==> src/hdl/ecm_pkg.sv <==
// ----------------------------------------------------------------------------
// ecm_pkg
// Shared types and constants for the energy and charge meter.
// ----------------------------------------------------------------------------
package ecm_pkg;

  localparam int CHANNELS = 3;
  localparam int CH_W     = 2;

  localparam int ETHR_W   = 24;
  localparam int QTHR_W   = 16;
  localparam int CFG_W    = 24;
  localparam int CFG_A_W  = 1;

  localparam int VOLT_W   = 16;
  localparam int CUR_W    = 12;
  localparam int PWR_W    = 18;
  localparam int EACC_W   = 25;
  localparam int QACC_W   = 17;
  localparam int CNT_W    = 32;

  localparam int IN_DATA_W  = 40;
  localparam int OUT_DATA_W = 144;

  // floor(x/20) = (x * 52429) >> 20, exact for 16-bit x
  localparam logic [15:0] CUR_RECIP = 16'd52429;
  localparam int          CUR_SHIFT = 20;
  // floor(x/1000) = (x * 274877907) >> 38, exact for 28-bit x
  localparam logic [28:0] PWR_RECIP = 29'd274877907;
  localparam int          PWR_SHIFT = 38;

  localparam int MUL_A_W = 28;
  localparam int MUL_B_W = 29;
  localparam int MUL_P_W = MUL_A_W + MUL_B_W;

  localparam logic [ETHR_W-1:0] ETHR_RESET = 24'd360000;
  localparam logic [QTHR_W-1:0] QTHR_RESET = 16'd3600;

  localparam logic [CFG_A_W-1:0] REG_ENERGY_THR = 1'd0;
  localparam logic [CFG_A_W-1:0] REG_CHARGE_THR = 1'd1;

  typedef enum logic [1:0] {
    CMD_TICK      = 2'd0,
    CMD_LOAD      = 2'd1,
    CMD_CLR_CHAN  = 2'd2,
    CMD_CLR_TOTAL = 2'd3
  } cmd_t;

endpackage

==> src/hdl/energy_charge_meter_unit.sv <==
// ----------------------------------------------------------------------------
// energy_charge_meter_unit
// Multi-channel power meter with charge/energy accumulators and step counters.
// ----------------------------------------------------------------------------
// Channel  Dir  Width  Contents
// in_      in   40     cmd, channel, bus_raw, shunt_raw
// out_     out  144    voltage_mv, current_ma, power_mw, energy_count,
//                      charge_count, total_count
// cfg_     in   24     energy_threshold (0), charge_threshold (1)
//
// Per command: tick sweeps one channel per cycle through the shared adder, load
// makes three passes through the shared multiplier, then report; clear goes
// straight to report. in_tready returns with the result.
// One transaction in flight; in_tready only in idle.
// Result sits in an output register; the next item is taken while it waits.
// Synchronous active-low reset clears all but data regs; restores thresholds.
// ----------------------------------------------------------------------------
module energy_charge_meter_unit
  import ecm_pkg::*;
(
  input  logic                  clk,
  input  logic                  rst_n,
  input  logic                  in_tvalid,
  output logic                  in_tready,
  // [1:0] cmd, [3:2] channel, [19:4] bus_raw, [35:20] shunt_raw
  input  logic [IN_DATA_W-1:0]  in_tdata,
  output logic                  out_tvalid,
  input  logic                  out_tready,
  // [15:0] voltage_mv, [27:16] current_ma, [45:28] power_mw,
  // [77:46] energy_count, [109:78] charge_count, [141:110] total_count
  output logic [OUT_DATA_W-1:0] out_tdata,
  input  logic                  cfg_we,
  input  logic [CFG_A_W-1:0]    cfg_addr,
  input  logic [CFG_W-1:0]      cfg_wdata
);

  typedef enum logic [2:0] {
    ST_IDLE,
    ST_TICK,
    ST_MUL_CUR,
    ST_MUL_PWR,
    ST_MUL_DIV,
    ST_PWR_WR,
    ST_REPORT
  } state_t;

  localparam logic [CH_W-1:0] LAST_CH = CH_W'(CHANNELS - 1);

  state_t               state_r;
  logic [CH_W-1:0]      ch_r;
  logic [CH_W-1:0]      idx_r;
  logic [VOLT_W-1:0]    bus_r;
  logic [15:0]          shunt_r;
  logic [MUL_P_W-1:0]   mul_r;
  logic [ETHR_W-1:0]    ethr_r;
  logic [QTHR_W-1:0]    qthr_r;

  logic [VOLT_W-1:0]    volt_st  [CHANNELS];
  logic [CUR_W-1:0]     cur_st   [CHANNELS];
  logic [PWR_W-1:0]     pwr_st   [CHANNELS];
  logic [EACC_W-1:0]    eacc_st  [CHANNELS];
  logic [QACC_W-1:0]    qacc_st  [CHANNELS];
  logic [CNT_W-1:0]     ecnt_st  [CHANNELS];
  logic [CNT_W-1:0]     qcnt_st  [CHANNELS];
  logic [CNT_W-1:0]     total_r;

  logic                 out_valid_r;
  logic [OUT_DATA_W-1:0] out_data_r;

  cmd_t                 in_cmd;
  logic [CH_W-1:0]      in_ch;
  logic                 in_ch_ok;
  logic                 ch_ok;
  logic                 in_fire;

  logic [MUL_A_W-1:0]   mul_a;
  logic [MUL_B_W-1:0]   mul_b;
  logic [MUL_P_W-1:0]   mul_p;
  logic [CUR_W-1:0]     cur_val;

  logic [EACC_W-1:0]    e_sum;
  logic [QACC_W-1:0]    q_sum;
  logic                 e_hit;
  logic                 q_hit;

  logic [VOLT_W-1:0]    rep_volt;
  logic [CUR_W-1:0]     rep_cur;
  logic [PWR_W-1:0]     rep_pwr;
  logic [CNT_W-1:0]     rep_ecnt;
  logic [CNT_W-1:0]     rep_qcnt;

  assign in_cmd    = cmd_t'(in_tdata[1:0]);
  assign in_ch     = in_tdata[3:2];
  assign in_ch_ok  = (32'(in_ch) < CHANNELS);
  assign ch_ok     = (32'(ch_r) < CHANNELS);
  assign in_tready = (state_r == ST_IDLE);
  assign in_fire   = in_tvalid && in_tready;

  assign out_tvalid = out_valid_r;
  assign out_tdata  = out_data_r;

  // shared multiplier
  assign cur_val = mul_r[CUR_SHIFT +: CUR_W];
  always_comb begin
    mul_a = '0;
    mul_b = '0;
    case (state_r)
      ST_MUL_CUR: begin
        mul_a = MUL_A_W'(shunt_r);
        mul_b = MUL_B_W'(CUR_RECIP);
      end
      ST_MUL_PWR: begin
        mul_a = MUL_A_W'(bus_r);
        mul_b = MUL_B_W'(cur_val);
      end
      ST_MUL_DIV: begin
        mul_a = mul_r[MUL_A_W-1:0];
        mul_b = PWR_RECIP;
      end
      default: begin
        mul_a = '0;
        mul_b = '0;
      end
    endcase
  end
  assign mul_p = MUL_P_W'(mul_a) * MUL_P_W'(mul_b);

  // shared accumulate/compare unit
  assign e_sum = eacc_st[idx_r] + EACC_W'(pwr_st[idx_r]);
  assign q_sum = qacc_st[idx_r] + QACC_W'(cur_st[idx_r]);
  assign e_hit = (e_sum >= EACC_W'(ethr_r));
  assign q_hit = (q_sum >= QACC_W'(qthr_r));

  assign rep_volt = ch_ok ? volt_st[ch_r] : '0;
  assign rep_cur  = ch_ok ? cur_st[ch_r]  : '0;
  assign rep_pwr  = ch_ok ? pwr_st[ch_r]  : '0;
  assign rep_ecnt = ch_ok ? ecnt_st[ch_r] : '0;
  assign rep_qcnt = ch_ok ? qcnt_st[ch_r] : '0;

  always_ff @(posedge clk) begin
    if (!rst_n) begin
      state_r     <= ST_IDLE;
      ch_r        <= '0;
      idx_r       <= '0;
      out_valid_r <= 1'b0;
      ethr_r      <= ETHR_RESET;
      qthr_r      <= QTHR_RESET;
      total_r     <= '0;
      for (int i = 0; i < CHANNELS; i++) begin
        volt_st[i] <= '0;
        cur_st[i]  <= '0;
        pwr_st[i]  <= '0;
        eacc_st[i] <= '0;
        qacc_st[i] <= '0;
        ecnt_st[i] <= '0;
        qcnt_st[i] <= '0;
      end
    end else begin
      if (cfg_we) begin
        if (cfg_addr == REG_ENERGY_THR) begin
          ethr_r <= cfg_wdata[ETHR_W-1:0];
        end else if (cfg_addr == REG_CHARGE_THR) begin
          qthr_r <= cfg_wdata[QTHR_W-1:0];
        end
      end

      if (out_valid_r && out_tready && (state_r != ST_REPORT)) begin
        out_valid_r <= 1'b0;
      end

      mul_r <= mul_p;

      unique case (state_r)
        ST_IDLE: begin
          if (in_fire) begin
            ch_r    <= in_ch;
            idx_r   <= '0;
            bus_r   <= in_tdata[19:4];
            shunt_r <= in_tdata[35:20];
            unique case (in_cmd)
              CMD_TICK: state_r <= ST_TICK;
              CMD_LOAD: state_r <= in_ch_ok ? ST_MUL_CUR : ST_REPORT;
              CMD_CLR_CHAN: begin
                if (in_ch_ok) begin
                  eacc_st[in_ch] <= '0;
                  qacc_st[in_ch] <= '0;
                  ecnt_st[in_ch] <= '0;
                  qcnt_st[in_ch] <= '0;
                end
                state_r <= ST_REPORT;
              end
              CMD_CLR_TOTAL: begin
                total_r <= '0;
                state_r <= ST_REPORT;
              end
              default: state_r <= ST_REPORT;
            endcase
          end
        end
        ST_TICK: begin
          eacc_st[idx_r] <= e_hit ? '0 : e_sum;
          qacc_st[idx_r] <= q_hit ? '0 : q_sum;
          if (e_hit) begin
            ecnt_st[idx_r] <= ecnt_st[idx_r] + 1'b1;
            total_r        <= total_r + 1'b1;
          end
          if (q_hit) begin
            qcnt_st[idx_r] <= qcnt_st[idx_r] + 1'b1;
          end
          idx_r <= idx_r + 1'b1;
          if (idx_r == LAST_CH) begin
            state_r <= ST_REPORT;
          end
        end
        ST_MUL_CUR: state_r <= ST_MUL_PWR;
        ST_MUL_PWR: begin
          volt_st[ch_r] <= bus_r;
          cur_st[ch_r]  <= cur_val;
          state_r       <= ST_MUL_DIV;
        end
        ST_MUL_DIV: state_r <= ST_PWR_WR;
        ST_PWR_WR: begin
          pwr_st[ch_r] <= mul_r[PWR_SHIFT +: PWR_W];
          state_r      <= ST_REPORT;
        end
        ST_REPORT: begin
          if (!out_valid_r || out_tready) begin
            out_valid_r <= 1'b1;
            out_data_r  <= {2'b00, total_r, rep_qcnt, rep_ecnt, rep_pwr, rep_cur, rep_volt};
            state_r     <= ST_IDLE;
          end
        end
        default: state_r <= ST_IDLE;
      endcase
    end
  end

  a_tick_ends: assert property (@(posedge clk) disable iff (!rst_n)
    (state_r == ST_TICK && idx_r == LAST_CH) |=> (state_r == ST_REPORT))
    else $error("tick sweep did not end after last channel");

  a_tick_idx: assert property (@(posedge clk) disable iff (!rst_n)
    (state_r == ST_TICK) |-> (32'(idx_r) < CHANNELS))
    else $error("tick index out of range");

  a_load_seq: assert property (@(posedge clk) disable iff (!rst_n)
    (in_fire && in_cmd == CMD_LOAD && in_ch_ok) |=> (state_r == ST_MUL_CUR))
    else $error("load did not start multiplier sequence");

  a_out_src: assert property (@(posedge clk) disable iff (!rst_n)
    $rose(out_valid_r) |-> $past(state_r == ST_REPORT))
    else $error("result raised outside report step");

endmodule

==> config.mk <==
export PLATFORM = sky130hd
export DESIGN_NAME = energy_charge_meter_unit
export DESIGN_NICKNAME = d
export VERILOG_FILES = /design/src/hdl/ecm_pkg.sv /design/src/hdl/energy_charge_meter_unit.sv
export SDC_FILE = /design/constraint.sdc
export NUM_CORES = 2
export LEC_CHECK = 0
export BUFFER_PORTS_ARGS = -buffer_cell sky130_fd_sc_hd__buf_2
export CELL_PAD_IN_SITES_DETAIL_PLACEMENT = 0
export CELL_PAD_IN_SITES_GLOBAL_PLACEMENT = 2
export CORE_MARGIN = 4
export CORE_UTILIZATION = 45
export DETAILED_ROUTE_END_ITERATION = 12
export PLACE_DENSITY = 0.86
export SETUP_SLACK_MARGIN = 0.3
export SLEW_MARGIN = 40
export SYNTH_ARGS = -nofsm -noshare
export SYNTH_HDL_FRONTEND = slang
export SYNTH_SLANG_ARGS = --single-unit
==> constraint.sdc <==
create_clock -name clk -period 22.6 [get_ports clk]
set_clock_uncertainty 0.15 [all_clocks]
set_input_delay 1.13 -clock clk [delete_from_list [all_inputs] [get_ports clk]]
set_output_delay 1.13 -clock clk [all_outputs]
set_load 0.02 [all_outputs]
==> out/results.tsv <==
stage	metric	value	unit
worst_setup_path	CP max stage delay	0.71	ns
placement	placer congestion estimate	0.858	
placement	area post-placement	62300	um2
layout	Layout area overhead	11.1	%
yosys	Synth Flop Type	edfxtp_1	
clock_tree	Reg clk slew, reported paths	0.08	ns
timing	Final WS setup	12.27	ns
worst_setup_path	Reg2Reg Depth	28	
drt	routed len/inst	21.1	um
timing	RSZ-0062 raised after global routing	no	
die	floorplan die height	370	um
worst_setup_path	Setup crit end	mul_r[53]$_DFFE_PP_	
global_route	global-route usage over all layers	22.4	%
timing	Hold Violations, Final	0	
worst_setup_path	CP max stage cell	a2111oi_1	
worst_setup_path	WS Path Type	flip-flop to flip-flop	
yosys	top-count cell post-synth	edfxtp_1	
yosys	Synth warnings	0	
yosys	FF+latch count, synth	898	
timing	Setup violations, final	0	
clock_tree	Clk Latency, worst-skew pair	0.72	ns
worst_setup_path	Reg2Reg Setup Slack	12.27	ns
die	Die W	370	um
clock_tree	CTS tree	done	
yosys	ranking of synthesized cells by area	edfxtp_1 42%, fa_1 14%, ha_1 8.2%, inv_1 4.9%, mux4_2 4.0%	
yosys	post-synth top area cell	edfxtp_1	
timing	worst hold slack	0.307	ns
power	Max VDD drop	0.192	mV
yosys	syn avg cell area	11.6	um2
global_route	first-pass GRT wire length	235000	um
timing	final worst path period share	45.7	%
die	row count	132	
yosys	sequential fraction of the synthesis area	44.3	%
placement	hpwl dp	108000	um
clock_tree	clock root buffer master	clkbuf_16	
status	status	complete, no violations	
yosys	Post-Synthesis Cell Area	59000	um2
worst_setup_path	CP most frequent cell	fa_1	
global_route	Overflow after GRT	0	
placement	port bufs	209	
die	Core Box Area	130000	um2
timing	Slew Viols, Final	0	
die	die area	137000	um2
worst_setup_path	Worst R2R End	mul_r[53]$_DFFE_PP_	
drt	# DRC	0	
yosys	Yosys top cell area share	41.5	%
global_route	vias in the first global route	39414	
power	LEAKAGE	27.6	nW
layout	fill count	11695	
drt	Iter 0 DRT Violations	2846	
timing	setup_tns	0	ns
clock_tree	CTS sink cnt	898	
power	Pwr Density	115	nW/um2
yosys	asr flop ratio synth	0	%
drt	Pre-Repair DR Iteration Count	6	
worst_setup_path	Worst EP required	22.92	ns
layout	Final #Nets	6205	
clock_tree	H-tree depth	3	
drt	vias per cell	5.29	
die	I/O pin count	216	
worst_setup_path	crit path DAT	10.65	ns
clock_tree	worst-case clock buffer depth	3	
layout	Reg area	26200	um2
yosys	Yosys cell types	94	
worst_setup_path	critical path startpoint	state_r[1]$_SDFFE_PN0P_	
timing	Slew headroom	34.5	%
timing	fin crit period	10.33	ns
layout	ratio of cells with drive above 1 in the final layout	12.1	%
yosys	Post-synth EDFFs	816	
drt	DR vias	37980	
hold_path	Min-Delay Startpoint	qthr_r[7]$_SDFFE_PN0P_	
layout	Multi-input gate area	29300	um2
clock_tree	CTS buffer count	98	
timing	worst slew pin tran	0.983	ns
worst_setup_path	Critical R2R Launch	state_r[1]$_SDFFE_PN0P_	
worst_setup_path	Setup crit start kind	flip-flop	
global_route	largest net degree at the start of global routing	92	
placement	Setup WS pre-CTS	12.33	ns
yosys	Synth Instances	5094	
clock_tree	count of hold-fix buffers inserted at cts	0	
yosys	synth cell count leaders	816 x edfxtp_1, 774 x inv_1, 540 x nor2_1, 400 x fa_1, 388 x ha_1	
layout	post-route cell area	65600	um2
drt	WL final	151000	um
global_route	initial antenna violation count	6	
worst_setup_path	crit-path max FO	37	
clock_tree	Post-CTS Setup Repair Bufs	0	
hold_path	Hold Crit Class	flip-flop to flip-flop	
timing	Fmax	96.8	MHz
die	Initial Utilization	45.4	%
flow_run	total of max-cap violations	0	
clock_tree	cts repair resizes	0	
worst_setup_path	crit path capture type	flip-flop	
drt	Routed Antenna Nets	0	
critical path: cells and delay by family, from the launching register on:
kind	cells	cell delay (ns)
xor+xnor	1	0.09
compound gates	8	2.78
flops	1	0.58
fa+ha+maj	8	3.76
buf+inv	7	1.09
simple gates	4	1.60
routing by layer:
layer / up-vias / wire length [um] / GRT usage [%]
met5: - / 0 / 0
met4: 0 / 2970 / 5.15
met3: 164 / 8800 / 2.68
met2: 1008 / 73700 / 38.4
met1: 19031 / 65800 / 30.7
li1: 17777 / - / -
where the power goes:
part	leakage [nW]	internal (mW)	switching, mW
sequential	8.57	2.01	0.0851
clock	1.56	0.920	0.689
combinational	17.5	1.47	2.33
kinds of logic after synthesis:
| group | after synthesis | share of synthesized area (%) |
|---|---|---|
| AND/OR/NAND/NOR | 1495 | 12.0 |
| buffers and inverters | 976 | 6.77 |
| flip-flops | 898 | 44.3 |
| adder cells (fa/ha/maj) | 788 | 21.8 |
| AO/OA/AOI/OAI | 548 | 5.72 |
| multiplexers | 252 | 7.37 |
| XOR/XNOR | 135 | 2.02 |
| other | 2 | 0.0127 |
sequential cells by signal (all words and copies together) (netlist names), named ones only:
name and cells:
out_tdata 142, pwr_st 72, qacc_st 68, bus_r 16, total_r 32, ecnt_st 128
shunt_r 16, state_r 3, ethr_r 24, ch_r 2, out_tvalid 1, qcnt_st 128
idx_r 2, eacc_st 100, volt_st 48, mul_r 50, cur_st 48, qthr_r 16
cell type report:
cell class | instances | share of cell area [%]
multi-input cells | 3288 | 44.7
flip-flops and latches | 898 | 39.9
diodes | 4 | 0.0153
clock buffers | 117 | 3.90
well taps | 1742 | 3.32
inverters | 774 | 4.43
clock inverters | 65 | 1.05
repair buffers | 287 | 2.63
placed cells by master, fill, tap and decap left out, types with 31 or more instances in the layout:
master / Yosys / layout
a21o_1: 48 / 48
a21oi_1: 159 / 152
and2_1: 188 / 188
and3_1: 64 / 64
buf_2: 35 / 208
buf_4: 12 / 69
clkbuf_16: 0 / 99
conb_1: 2 / 70
dfxtp_1: 82 / 78
edfxtp_1: 816 / 816
fa_1: 400 / 400
ha_1: 388 / 388
inv_1: 774 / 773
mux2i_1: 114 / 114
mux4_2: 105 / 105
nand2_1: 357 / 353
nand2b_1: 33 / 32
nand3_1: 92 / 89
nand4_1: 31 / 31
nor2_1: 540 / 534
nor3_1: 46 / 45
o211ai_1: 38 / 38
o21ai_0: 178 / 172
or2_2: 38 / 38
xnor2_1: 74 / 74
xor2_1: 60 / 60
how the worst min path moves through the flow:
stage               depth (start not counted)                 endpoint  slack [ns]
finish                                      2   qthr_r[7]$_SDFFE_PN0P_        0.31
global route                                2   qthr_r[2]$_SDFFE_PN0P_        0.31
CTS                                         2   qthr_r[2]$_SDFFE_PN0P_        0.31
detailed placement                          2   qthr_r[2]$_SDFFE_PN0P_        0.30
global placement                            2   ethr_r[4]$_SDFFE_PN0P_        0.29
floorplan                                   2  ethr_r[15]$_SDFFE_PN0P_        0.29
through the flow:
| stage | total power [mW] | utilization [%] | instances |
|---|---|---|---|
| after global routing | 8.13 | 50.5 | 7171 |
| after detailed placement | 5.89 | 48.0 | 6989 |
| after CTS | 7.52 | 50.5 | 7171 |
| after floorplan | 4.87 | - | 5162 |
| final | 7.51 | 50.5 | 7175 |
| after global placement | 5.84 | 47.8 | 6984 |
Power figures use the tool's default switching activity.
